===== src/sv/fplt_pkg.sv =====
`timescale 1ns / 1ps
// ----------------------------------------------------------------------------
// fplt_pkg
// Shared types and constants for the framed pair level tracker: the per
// channel state word, the result word, the status codes and the register
// indexes of the configuration port.
// ----------------------------------------------------------------------------
package fplt_pkg;

  localparam int unsigned MAX_POINTS_DEF   = 400;
  localparam int unsigned NUM_CHANNELS_DEF = 4;

  // Wide enough for the largest supported point limit (4095).
  localparam int unsigned PointCntW = 12;

  localparam logic [15:0] MARKER_WORD = 16'h8000;

  // Register indexes of the configuration port.
  localparam logic CFG_HOLD_RELOAD = 1'b0;
  localparam logic CFG_INITIAL_MAX = 1'b1;

  typedef enum logic [1:0] {
    StSample = 2'd0,
    StMarker = 2'd1,
    StFull   = 2'd2
  } status_e;

  typedef struct packed {
    logic [PointCntW-1:0] count;
    logic [7:0]           hold;
    logic [15:0]          min_lvl;
    logic [15:0]          max_lvl;
    logic [15:0]          offset;
    logic                 b_high;
    logic                 active;
  } state_t;

  typedef struct packed {
    logic [1:0]  channel;
    status_e     status;
    logic [8:0]  sample_index;
    logic        point_logged;
    logic [15:0] value_a;
    logic [15:0] value_b;
    logic [15:0] level_min;
    logic [15:0] level_mid;
    logic [15:0] level_max;
    logic        led_on;
    logic        last;
  } result_t;

endpackage


===== src/sv/framed_pair_level_tracker.sv =====
`timescale 1ns / 1ps
// Results: after the last byte of a frame is accepted, its results enter the
//   result queue one channel per cycle, channel zero first.
// Throughput: one byte per cycle. The last byte of a frame is held off while a
//   sweep runs or while the result queue lacks room for a whole frame's results.
// Reset: asynchronous, active low; configuration clears and all channel state
//   reads as zero at once through per-entry valid bits, so there is no clearing pass.
// ----------------------------------------------------------------------------
// framed_pair_level_tracker
// Frames serial bytes into per-channel sample pairs and tracks min, mid and
// max levels per channel with a read-modify-write pass over a state memory.
// ----------------------------------------------------------------------------
module framed_pair_level_tracker #(
  parameter int unsigned MaxPoints   = fplt_pkg::MAX_POINTS_DEF,
  parameter int unsigned NumChannels = fplt_pkg::NUM_CHANNELS_DEF
) (
  input  logic        clk_i,
  input  logic        rst_ni,
  // Configuration write port.
  input  logic        cfg_we_i,
  input  logic        cfg_idx_i,
  input  logic [15:0] cfg_wdata_i,
  // Byte input channel.
  input  logic        in_valid_i,
  output logic        in_ready_o,
  input  logic [7:0]  rx_byte_i,
  // Result channel.
  output logic        out_valid_o,
  input  logic        out_ready_i,
  output logic [1:0]  channel_o,
  output logic [1:0]  status_o,
  output logic [8:0]  sample_index_o,
  output logic        point_logged_o,
  output logic [15:0] value_a_o,
  output logic [15:0] value_b_o,
  output logic [15:0] level_min_o,
  output logic [15:0] level_mid_o,
  output logic [15:0] level_max_o,
  output logic        led_on_o,
  output logic        last_o
);

  localparam int unsigned ChW       = (NumChannels > 1) ? $clog2(NumChannels) : 1;
  // Room for two frames' worth of results.
  localparam int unsigned FifoDepth = 2 * NumChannels;
  localparam int unsigned RsvW      = $clog2(FifoDepth + 1);

  // Configuration registers. The user must write them only while the block is idle; it is not enforced.
  logic [7:0]  hold_reload_q;
  logic [15:0] initial_max_q;

  always_ff @(posedge clk_i or negedge rst_ni) begin
    if (!rst_ni) begin
      hold_reload_q <= '0;
      initial_max_q <= '0;
    end else if (cfg_we_i) begin
      unique case (cfg_idx_i)
        fplt_pkg::CFG_HOLD_RELOAD: hold_reload_q <= cfg_wdata_i[7:0];
        fplt_pkg::CFG_INITIAL_MAX: initial_max_q <= cfg_wdata_i;
        default:                   hold_reload_q <= hold_reload_q;
      endcase
    end
  end

  // ---------------------------------------------------------------------------
  // Byte intake. Bytes are always taken except the final byte of a frame, which
  // starts a sweep and needs the sweep idle and a whole frame of queue space.
  // ---------------------------------------------------------------------------
  logic            last_byte;
  logic            in_accept;
  logic            frame_done;
  logic [31:0]     frame_word;
  logic            sweep_busy_q;
  logic [ChW-1:0]  sweep_ch_q;
  logic [RsvW-1:0] rsv_q;

  assign in_ready_o = !last_byte ||
                      (!sweep_busy_q && rsv_q <= RsvW'(FifoDepth - NumChannels));
  assign in_accept  = in_valid_i && in_ready_o;
  assign frame_done = in_accept && last_byte;

  fplt_frame_mem #(
    .NumCh (NumChannels),
    .ChW   (ChW)
  ) u_frame_mem (
    .clk_i       (clk_i),
    .rst_ni      (rst_ni),
    .accept_i    (in_accept),
    .byte_i      (rx_byte_i),
    .last_byte_o (last_byte),
    .rd_addr_i   (sweep_ch_q),
    .rd_data_o   (frame_word)
  );

  // ---------------------------------------------------------------------------
  // Sweep: one channel per cycle is issued to both memories. Consecutive
  // sweeps are at least a frame of bytes apart, so a write-back never meets a
  // read of the same entry.
  // ---------------------------------------------------------------------------
  logic           s1_valid_q;
  logic [ChW-1:0] s1_ch_q;

  always_ff @(posedge clk_i or negedge rst_ni) begin
    if (!rst_ni) begin
      sweep_busy_q <= 1'b0;
      sweep_ch_q   <= '0;
      s1_valid_q   <= 1'b0;
      s1_ch_q      <= '0;
    end else begin
      s1_valid_q <= sweep_busy_q;
      s1_ch_q    <= sweep_ch_q;
      if (frame_done) begin
        sweep_busy_q <= 1'b1;
        sweep_ch_q   <= '0;
      end else if (sweep_busy_q) begin
        if (sweep_ch_q == ChW'(NumChannels - 1)) begin
          sweep_busy_q <= 1'b0;
          sweep_ch_q   <= '0;
        end else begin
          sweep_ch_q <= sweep_ch_q + ChW'(1);
        end
      end
    end
  end

  // Stage 1: memory data is back; evaluate and write the state back.
  fplt_pkg::state_t  st_rd, st_nxt;
  fplt_pkg::result_t res_s1;

  fplt_state_mem #(
    .NumCh (NumChannels),
    .ChW   (ChW)
  ) u_state_mem (
    .clk_i     (clk_i),
    .rst_ni    (rst_ni),
    .rd_addr_i (sweep_ch_q),
    .rd_data_o (st_rd),
    .we_i      (s1_valid_q),
    .wr_addr_i (s1_ch_q),
    .wr_data_i (st_nxt)
  );

  fplt_chan_proc #(
    .MaxPoints (MaxPoints),
    .NumCh     (NumChannels),
    .ChW       (ChW)
  ) u_chan_proc (
    .ch_i          (s1_ch_q),
    .word_i        (frame_word),
    .st_i          (st_rd),
    .hold_reload_i (hold_reload_q),
    .initial_max_i (initial_max_q),
    .st_o          (st_nxt),
    .res_o         (res_s1)
  );

  // Stage 2: the midpoint is formed from the registered levels, then the
  // result is pushed into the queue.
  logic              s2_valid_q;
  fplt_pkg::result_t s2_res_q;
  fplt_pkg::result_t push_res;
  logic [15:0]       span;

  always_ff @(posedge clk_i or negedge rst_ni) begin
    if (!rst_ni) begin
      s2_valid_q <= 1'b0;
    end else begin
      s2_valid_q <= s1_valid_q;
    end
  end

  always_ff @(posedge clk_i) begin
    s2_res_q <= res_s1;
  end

  always_comb begin
    span               = s2_res_q.level_max - s2_res_q.level_min;
    push_res           = s2_res_q;
    push_res.level_mid = {1'b0, span[15:1]} + s2_res_q.level_min;
  end

  fplt_pkg::result_t out_res;

  fplt_result_fifo #(
    .Depth (FifoDepth)
  ) u_result_fifo (
    .clk_i   (clk_i),
    .rst_ni  (rst_ni),
    .push_i  (s2_valid_q),
    .data_i  (push_res),
    .valid_o (out_valid_o),
    .ready_i (out_ready_i),
    .data_o  (out_res)
  );

  // Results promised but not yet delivered: queued plus in the pipeline.
  logic out_accept;
  assign out_accept = out_valid_o && out_ready_i;

  always_ff @(posedge clk_i or negedge rst_ni) begin
    if (!rst_ni) begin
      rsv_q <= '0;
    end else begin
      unique case ({frame_done, out_accept})
        2'b10:   rsv_q <= rsv_q + RsvW'(NumChannels);
        2'b11:   rsv_q <= rsv_q + RsvW'(NumChannels) - RsvW'(1);
        2'b01:   rsv_q <= rsv_q - RsvW'(1);
        default: rsv_q <= rsv_q;
      endcase
    end
  end

  assign channel_o      = out_res.channel;
  assign status_o       = 2'(out_res.status);
  assign sample_index_o = out_res.sample_index;
  assign point_logged_o = out_res.point_logged;
  assign value_a_o      = out_res.value_a;
  assign value_b_o      = out_res.value_b;
  assign level_min_o    = out_res.level_min;
  assign level_mid_o    = out_res.level_mid;
  assign level_max_o    = out_res.level_max;
  assign led_on_o       = out_res.led_on;
  assign last_o         = out_res.last;

  // ---------------------------------------------------------------------------
  // Assertions
  // ---------------------------------------------------------------------------
  a_rsv_bound: assert property (@(posedge clk_i) disable iff (!rst_ni)
    rsv_q <= RsvW'(FifoDepth))
    else $error("reserved result count exceeds queue depth");

  a_sweep_start: assert property (@(posedge clk_i) disable iff (!rst_ni)
    frame_done |=> (sweep_busy_q && sweep_ch_q == '0))
    else $error("sweep did not start on channel zero after a frame");

  a_no_rmw_clash: assert property (@(posedge clk_i) disable iff (!rst_ni)
    (s1_valid_q && sweep_busy_q) |-> (sweep_ch_q != s1_ch_q))
    else $error("state read and write-back hit the same channel");

endmodule


===== src/sv/fplt_frame_mem.sv =====
`timescale 1ns / 1ps
// ----------------------------------------------------------------------------
// fplt_frame_mem
// Assembles incoming bytes into one 32-bit word per channel and keeps the
// words of the current frame in a small synchronous memory.
// ----------------------------------------------------------------------------
module fplt_frame_mem #(
  parameter int unsigned NumCh = fplt_pkg::NUM_CHANNELS_DEF,
  parameter int unsigned ChW   = 2
) (
  input  logic           clk_i,
  input  logic           rst_ni,
  input  logic           accept_i,
  input  logic [7:0]     byte_i,
  output logic           last_byte_o,
  input  logic [ChW-1:0] rd_addr_i,
  output logic [31:0]    rd_data_o
);

  logic [1:0]     pos_q;
  logic [ChW-1:0] wch_q;
  logic [23:0]    shift_q;
  logic [31:0]    mem [NumCh];
  logic [31:0]    rd_data_q;

  assign last_byte_o = (pos_q == 2'd3) && (wch_q == ChW'(NumCh - 1));
  assign rd_data_o   = rd_data_q;

  always_ff @(posedge clk_i or negedge rst_ni) begin
    if (!rst_ni) begin
      pos_q <= '0;
      wch_q <= '0;
    end else if (accept_i) begin
      pos_q <= pos_q + 2'd1;
      if (pos_q == 2'd3) begin
        wch_q <= (wch_q == ChW'(NumCh - 1)) ? '0 : wch_q + ChW'(1);
      end
    end
  end

  always_ff @(posedge clk_i) begin
    if (accept_i && pos_q != 2'd3) begin
      shift_q <= {shift_q[15:0], byte_i};
    end
  end

  // A word is written as its fourth byte arrives.
  always_ff @(posedge clk_i) begin
    if (accept_i && pos_q == 2'd3) begin
      mem[wch_q] <= {shift_q, byte_i};
    end
    rd_data_q <= mem[rd_addr_i];
  end

endmodule


===== src/sv/fplt_state_mem.sv =====
`timescale 1ns / 1ps
// ----------------------------------------------------------------------------
// fplt_state_mem
// Per-channel tracking state in a synchronous memory with a registered
// read. Entry valid bits make unwritten entries read as zero.
// ----------------------------------------------------------------------------
module fplt_state_mem #(
  parameter int unsigned NumCh = fplt_pkg::NUM_CHANNELS_DEF,
  parameter int unsigned ChW   = 2
) (
  input  logic             clk_i,
  input  logic             rst_ni,
  input  logic [ChW-1:0]   rd_addr_i,
  output fplt_pkg::state_t rd_data_o,
  input  logic             we_i,
  input  logic [ChW-1:0]   wr_addr_i,
  input  fplt_pkg::state_t wr_data_i
);

  fplt_pkg::state_t mem [NumCh];
  fplt_pkg::state_t rd_data_q;
  logic [NumCh-1:0] valid_q;
  logic             rd_valid_q;

  always_ff @(posedge clk_i or negedge rst_ni) begin
    if (!rst_ni) begin
      valid_q    <= '0;
      rd_valid_q <= 1'b0;
    end else begin
      if (we_i) begin
        valid_q[wr_addr_i] <= 1'b1;
      end
      rd_valid_q <= valid_q[rd_addr_i] || (we_i && wr_addr_i == rd_addr_i);
    end
  end

  // Write-first forwarding when both ports address the same entry.
  always_ff @(posedge clk_i) begin
    if (we_i) begin
      mem[wr_addr_i] <= wr_data_i;
    end
    if (we_i && wr_addr_i == rd_addr_i) begin
      rd_data_q <= wr_data_i;
    end else begin
      rd_data_q <= mem[rd_addr_i];
    end
  end

  assign rd_data_o = rd_valid_q ? rd_data_q : '0;

endmodule


===== src/sv/fplt_chan_proc.sv =====
`timescale 1ns / 1ps
// ----------------------------------------------------------------------------
// fplt_chan_proc
// Evaluates one channel's sample pair against its stored state and gives
// the updated state and the result word, midpoint excluded.
// ----------------------------------------------------------------------------
module fplt_chan_proc #(
  parameter int unsigned MaxPoints = fplt_pkg::MAX_POINTS_DEF,
  parameter int unsigned NumCh     = fplt_pkg::NUM_CHANNELS_DEF,
  parameter int unsigned ChW       = 2
) (
  input  logic [ChW-1:0]    ch_i,
  input  logic [31:0]       word_i,
  input  fplt_pkg::state_t  st_i,
  input  logic [7:0]        hold_reload_i,
  input  logic [15:0]       initial_max_i,
  output fplt_pkg::state_t  st_o,
  output fplt_pkg::result_t res_o
);

  localparam logic [fplt_pkg::PointCntW-1:0] Limit = fplt_pkg::PointCntW'(MaxPoints);

  function automatic logic [15:0] sub_clamp(input logic [15:0] a, input logic [15:0] b);
    return (a > b) ? a - b : 16'd0;
  endfunction

  logic [15:0] wa, wb, lo, va, vb, mn, mx;
  logic        is_marker, full, first;

  assign wa        = word_i[31:16];
  assign wb        = word_i[15:0];
  assign is_marker = (wa == fplt_pkg::MARKER_WORD);
  assign full      = (st_i.count >= Limit);
  assign first     = (st_i.count == '0);
  assign lo        = (wa < wb) ? wa : wb;

  always_comb begin
    st_o  = st_i;
    res_o = '0;
    va    = '0;
    vb    = '0;
    mn    = st_i.min_lvl;
    mx    = st_i.max_lvl;
    res_o.channel      = 2'(ch_i);
    res_o.sample_index = 9'(st_i.count);
    res_o.last         = (ch_i == ChW'(NumCh - 1));
    priority if (is_marker) begin
      res_o.status = fplt_pkg::StMarker;
      st_o.count   = '0;
      st_o.active  = 1'b0;
      st_o.hold    = hold_reload_i;
    end else if (full) begin
      res_o.status = fplt_pkg::StFull;
    end else begin
      res_o.status = fplt_pkg::StSample;
      if (first) begin
        // First point: the aligned pair collapses onto the lower word.
        st_o.b_high = (wa < wb);
        st_o.offset = (wa < wb) ? wb - wa : wa - wb;
        va = lo;
        vb = lo;
        mn = lo;
        mx = (lo > initial_max_i) ? lo : initial_max_i;
      end else begin
        if (st_i.b_high) begin
          va = wa;
          vb = sub_clamp(wb, st_i.offset);
        end else begin
          va = sub_clamp(wa, st_i.offset);
          vb = wb;
        end
        if (va > mx) mx = va;
        if (vb > mx) mx = vb;
        if (va < mn) mn = va;
        if (vb < mn) mn = vb;
      end
      st_o.min_lvl = mn;
      st_o.max_lvl = mx;
      st_o.active  = 1'b1;
      if (st_i.hold == '0) begin
        st_o.count         = st_i.count + fplt_pkg::PointCntW'(1);
        res_o.point_logged = 1'b1;
      end else begin
        st_o.hold = st_i.hold - 8'd1;
      end
    end
    res_o.value_a   = va;
    res_o.value_b   = vb;
    res_o.level_min = st_o.min_lvl;
    res_o.level_max = st_o.max_lvl;
    res_o.led_on    = st_o.active && (st_o.count < Limit);
  end

endmodule


===== src/sv/fplt_result_fifo.sv =====
`timescale 1ns / 1ps
// ----------------------------------------------------------------------------
// fplt_result_fifo
// Short result queue between the channel pipeline and the output port.
// ----------------------------------------------------------------------------
module fplt_result_fifo #(
  parameter int unsigned Depth = 8
) (
  input  logic              clk_i,
  input  logic              rst_ni,
  input  logic              push_i,
  input  fplt_pkg::result_t data_i,
  output logic              valid_o,
  input  logic              ready_i,
  output fplt_pkg::result_t data_o
);

  localparam int unsigned PtrW = (Depth > 1) ? $clog2(Depth) : 1;
  localparam int unsigned CntW = $clog2(Depth + 1);

  fplt_pkg::result_t buf_q [Depth];
  logic [PtrW-1:0]   wr_ptr_q, rd_ptr_q;
  logic [CntW-1:0]   cnt_q;
  logic              pop;

  assign valid_o = (cnt_q != '0);
  assign pop     = valid_o && ready_i;
  assign data_o  = buf_q[rd_ptr_q];

  always_ff @(posedge clk_i or negedge rst_ni) begin
    if (!rst_ni) begin
      wr_ptr_q <= '0;
      rd_ptr_q <= '0;
      cnt_q    <= '0;
    end else begin
      if (push_i) begin
        wr_ptr_q <= (wr_ptr_q == PtrW'(Depth - 1)) ? '0 : wr_ptr_q + PtrW'(1);
      end
      if (pop) begin
        rd_ptr_q <= (rd_ptr_q == PtrW'(Depth - 1)) ? '0 : rd_ptr_q + PtrW'(1);
      end
      if (push_i && !pop) begin
        cnt_q <= cnt_q + CntW'(1);
      end else if (pop && !push_i) begin
        cnt_q <= cnt_q - CntW'(1);
      end
    end
  end

  always_ff @(posedge clk_i) begin
    if (push_i) begin
      buf_q[wr_ptr_q] <= data_i;
    end
  end

  a_no_overflow: assert property (@(posedge clk_i) disable iff (!rst_ni)
    push_i |-> (cnt_q < CntW'(Depth)))
    else $error("result queue written while full");

endmodule

===== config.mk =====
export PLATFORM = sky130hd
export DESIGN_NAME = framed_pair_level_tracker
export DESIGN_NICKNAME = d
export VERILOG_FILES = /design/src/sv/fplt_pkg.sv /design/src/sv/framed_pair_level_tracker.sv /design/src/sv/fplt_frame_mem.sv /design/src/sv/fplt_state_mem.sv /design/src/sv/fplt_chan_proc.sv /design/src/sv/fplt_result_fifo.sv
export SDC_FILE = /design/constraint.sdc
export NUM_CORES = 2
export LEC_CHECK = 0
export ABC_AREA = 1
export BUFFER_PORTS_ARGS = -buffer_cell sky130_fd_sc_hd__buf_4
export CAP_MARGIN = 10
export CORE_MARGIN = 3
export CORE_UTILIZATION = 31
export CTS_CLUSTER_SIZE = 8
export DETAILED_ROUTE_END_ITERATION = 8
export SLEW_MARGIN = 20
export SYNTH_ARGS = -nofsm -noshare
export SYNTH_HDL_FRONTEND = slang
export SYNTH_HIERARCHICAL = 1
export SYNTH_SLANG_ARGS = --single-unit

===== constraint.sdc =====
create_clock -name clk_i -period 7.4 [get_ports clk_i]
set_clock_uncertainty 0.05 [all_clocks]
set_input_delay 0.74 -clock clk_i [delete_from_list [all_inputs] [get_ports clk_i]]
set_output_delay 0.74 -clock clk_i [all_outputs]
set_load 0.01 [all_outputs]

==> After elaboration in Yosys (flattened, before gate mapping) <==
Memories as Yosys holds them, arrays and structs flattened. A register that Yosys moved wholly into a read port is not among the register bits.
Cells that the tools add are included.
{ "word_totals": {"ff_bits": 158, "ramBits": 1176, "input_bits": 30, "output_inout_bits": 98, "wordCells": 162, "mem_count": 3} }
{ "mem_list": {"columns": ["memory", "depth", "width", "rd", "rd_clocked_by_memory_dff", "write_ports", "line_no", "text"], "rows": [
  ["u_result_fifo.buf_q", 8, 96, 1, 0, 1, "fplt_result_fifo.sv:21", "fplt_pkg::result_t buf_q [Depth];"],
  ["u_state_mem.mem", 4, 70, 1, 1, 1, "fplt_state_mem.sv:20", "fplt_pkg::state_t mem [NumCh];"],
  ["u_frame_mem.mem", 4, 32, 1, 1, 1, "fplt_frame_mem.sv:23", "logic [31:0] mem [NumCh];"]
]} }
{ "op_classes": {"addsub": 18, "order_cmp": 14, "eq_ne": 12, "n_mux": 59, "bitwise_logic": 2, "reduce_logical": 28} }
{ "ops": {"columns": ["cell", "count"], "rows": [
  ["2-to-1 mux 16 bit", 27],
  ["2-to-1 mux 70 bit", 2],
  ["> comparator 16 bit", 5],
  ["subtractor 16 bit", 5],
  ["2-to-1 mux 49 bit", 1],
  ["< comparator 16 bit", 3],
  ["2-to-1 mux 20 bit", 1],
  ["2-to-1 mux 17 bit", 1],
  ["adder 15 x 16 -> 16 bit", 1],
  ["== test 16 bit, second input constant", 1],
  ["2-to-1 mux 1 bit", 13],
  ["adder 12 x 1 -> 12 bit, second input constant", 1],
  ["== test 2 bit, second input constant", 6],
  [">= comparator 12 x 9 -> 1 bit, second input constant", 1],
  ["logical AND 1 bit", 12],
  ["logical NOT 12 bit", 1],
  ["< comparator 12 x 9 -> 1 bit, second input constant", 1],
  ["2-to-1 mux 12 bit", 1],
  ["one-hot mux 4 bit (3 select lines)", 1],
  ["subtractor 4 x 1 -> 4 bit, second input constant", 3],
  ["2-to-1 mux 2 bit", 5],
  ["logical NOT 8 bit", 1],
  ["2-to-1 mux 4 bit", 2],
  ["2-to-1 mux 8 bit", 1],
  ["other kinds (24)", 37]
]} }

==> Depth between registers and ports, before layout <==
{ "depth": {"word_depth": 19, "depth_mapped": 48, "ltp_nobuf": 43} }

==> Cells and area by module <==
Netlist, hierarchy kept.
{ "modules_own_cells": {"columns": ["mod", "n_inst", "cells_per_inst", "area_per_inst_um2", "seq_area_each_um2"], "rows": [
  ["fplt_result_fifo", 1, 3399, 33676.0, 23312.4],
  ["fplt_state_mem", 1, 1145, 12192.9, 8573.2],
  ["fplt_chan_proc", 1, 1531, 8624.5, 0.0],
  ["fplt_frame_mem", 1, 591, 7028.0, 5305.1],
  ["framed_pair_level_tracker", 1, 456, 4515.6, 2477.4]
]} }

==> Worst setup path after synthesis <==
No wires, ideal clock.
{ "synth_timing": {"path_type": "reg-to-reg", "start": "register with a tool-made name", "end": "memory u_state_mem/mem[0][25] (netlist name), data pin", "setup_ps": 254, "t_arrival_ps": 6130, "required_time_ps": 7096, "path_slack_ps": 966, "path_stages_with_launch": 45, "path_cell_list": "dfxtp_1 > buf_4 > inv_2 > buf_6 > buf_6 > nand2_1 > nand3_1 > a21oi_1 > ha_1 > inv_1 > fa_1 > nand2_1 > nand2_1 > nand3_1 > nand2_2 > a21oi_1 > o21ai_0 > a31oi_1 > [9 not listed] > clkbuf_1 > nand2_1 > o21ai_0 > ha_1 > inv_1 > nor2_1 > nor2_1 > nor2_1 > a211oi_1 > o221ai_1 > a21oi_1 > o21ai_0 > nand2_1 > clkbuf_1 > a21oi_1 > o21ai_0 > a22oi_1 > buf_4"} }
{ "synth_rtl": {"columns": ["item", "line_no"], "rows": [
  ["to (decl)", "fplt_state_mem.sv:20"]
]} }

==> impl_metrics.tcl <==
set metrics [dict create \
    worstSetupPathType "reg -> reg" \
    cpPeakStageDelay_ps 450 \
    core_area_um2 210400 \
    slew_headroom_pct 24.68 \
    die_h_um 467.1 \
    hold_class "in -> reg" \
    hpwl_um 113600 \
    detail_route.wl_per_cell_um 17.57 \
    tightest_slew_ps 1130 \
    clock_path_buffers 3 \
    grt_pass1_wl_um 271600 \
    cts.sinks 1368 \
    initial_core_util_pct 31.33 \
    drtAntennaViolNets 0 \
    reg2regPathDepth 36 \
    track_usage_pct 16.16 \
    synthCells 7105 \
    cp.required_ps 7940 \
    totalWireLength_um 179200 \
    cts_tree "built" \
    setup_viol 0 \
    timing.fmax_mhz 145.3 \
    min-delay-start "rx_byte_i[0]" \
    dieArea_um2 218200 \
    drive_gt1_share_pct 9.166 \
    nets 7456 \
    finalMaxSlewViolations 0 \
    holdPathStages 1 \
    ioPinCount 128 \
    crit_slowest_cell "dfxtp_4" \
    dr.first_iter.drc_count 3878 \
    cp-start-kind "flop" \
    dp_cells 9836 \
    numCtsBuffers 192 \
    grt_pass1_vias 44443 \
    outcome "complete, no violations" \
    port_buffers 127 \
    period_needed_ps 6881 \
    critPathArrivalTime_ps 7420 \
    grt_max_degree 201 \
    root_buffer "clkbuf_16" \
    clk_pin_slew_ps 50 \
    cts_htree_levels 4 \
    hold_viol_final 0 \
    min_period_over_period_pct 92.99 \
    syn_to_final_growth_pct 14.65 \
    antenna_found_initial 11 \
    overflow 0 \
    synth_area_per_cell_um2 9.277 \
    place.gp.congestion 0.9586 \
    rows 168 \
    fp.dieW_um 467.1 \
    maxCapViolations 0 \
    vias_per_cell 4.553 \
    syn_area_um2 65910 \
    vias 46422 \
    drc 0 \
    clk_latency_ps 840 \
    yosysWarnings 6 \
    firstDrtPassIters 5 \
    synth_nets 7331 \
    end_kind "flop" \
    finalNonFillerCells 10197 \
    critPathMaxFanout 16 \
]
## routing by layer
layer	share of wire, %	global-route usage [%]	up-vias
met5	0.021	0	-
met4	2.8	5.142	6
met3	5.5	2.905	281
met2	47	26.84	1196
met1	45	21.36	22069
li1	-	-	22870
## critical path: cells and delay by family (launching register included)
kind | cells | cell delay, ps
compound gates | 12 | 2240
fa+ha+maj | 3 | 980
buf+inv | 7 | 980
flops | 1 | 450
simple gates | 14 | 1970
## area by class of cell
class / count / area, um2
Antenna cell: 6 / 15.01
Clock buffer: 328 / 5346
Clock inverter: 22 / 465.4
Fill cell: 20745 / 134800
Inverter: 1143 / 4305
Multi-Input combinational cell: 4276 / 20210
Sequential cell: 1368 / 39690
Tap cell: 2805 / 3510
Timing Repair Buffer: 249 / 2029
## placed cells by master, fill, tap and decap left out, types with 15 or more instances in the layout
cell,count
inv_2,82
a21oi_2,18
o21ai_0,172
o22ai_1,23
a22oi_2,15
ha_1,189
clkbuf_16,193
nand2_2,23
buf_4,235
nor2_1,917
dfrtp_1,50
o21ai_1,19
clkbuf_1,134
edfxtp_1,1200
nand3_1,283
dfxtp_1,112
xnor2_1,19
nand4_1,16
xor2_1,40
nand2_1,2098
a21oi_1,261
inv_1,1052
nor3_1,23
nor2_4,15
## worst paths after layout
check	end	slack (ps)
worst max-delay path	u_state_mem/mem[2][29]	520
worst min-delay path	u_frame_mem/mem[2][0]	110
max in group asynchronous	u_result_fifo/rd_ptr_q[0]	6070
min in group asynchronous	sweep_busy_q	550
worst max register to register	u_state_mem/mem[2][29]	520
worst min register to register	u_state_mem/valid_q[1]	410
## sequential cells by signal, indices dropped and copies added (netlist names), 4 cells and up, named ones only
register	flops
u_result_fifo/buf_q	768
u_state_mem/mem	280
u_frame_mem/mem	128
push_res	80
u_frame_mem/rd_data_o	32
u_frame_mem/shift_q	24
initial_max_q	16
hold_reload_q	8
rsv_q	4
u_result_fifo/cnt_q	4
u_state_mem/valid_q	4
## per-stage QoR
stage | hold WS, ps | utilization (%) | cell area (um2) | TNS (ps) | setup WS (ps)
floorplan | 345.2 | - | 65910 | 0 | 966.1
global placement | 399.9 | 33.04 | 69520 | 0 | 225.3
detailed placement | 402.6 | 33.06 | 69560 | 0 | 16.49
CTS | 42.83 | 35.82 | 75380 | 0 | 42.99
global route | 66.82 | 35.91 | 75560 | -67.24 | -17.91
finish | 112.7 | 35.92 | 75570 | 0 | 518.6
## what timing repair did
action / CTS / global route
gates resized for setup: 0 / 36
endpoints found under the hold margin: 5 / 0
hold buffers: 1 / 0
setup endpoints to repair: 0 / 160
buffers inserted: 0 / 3
Power is left out: the tool's default activity adds up to more than one toggle a clock period on the data nets, which glitch-free logic cannot reach.
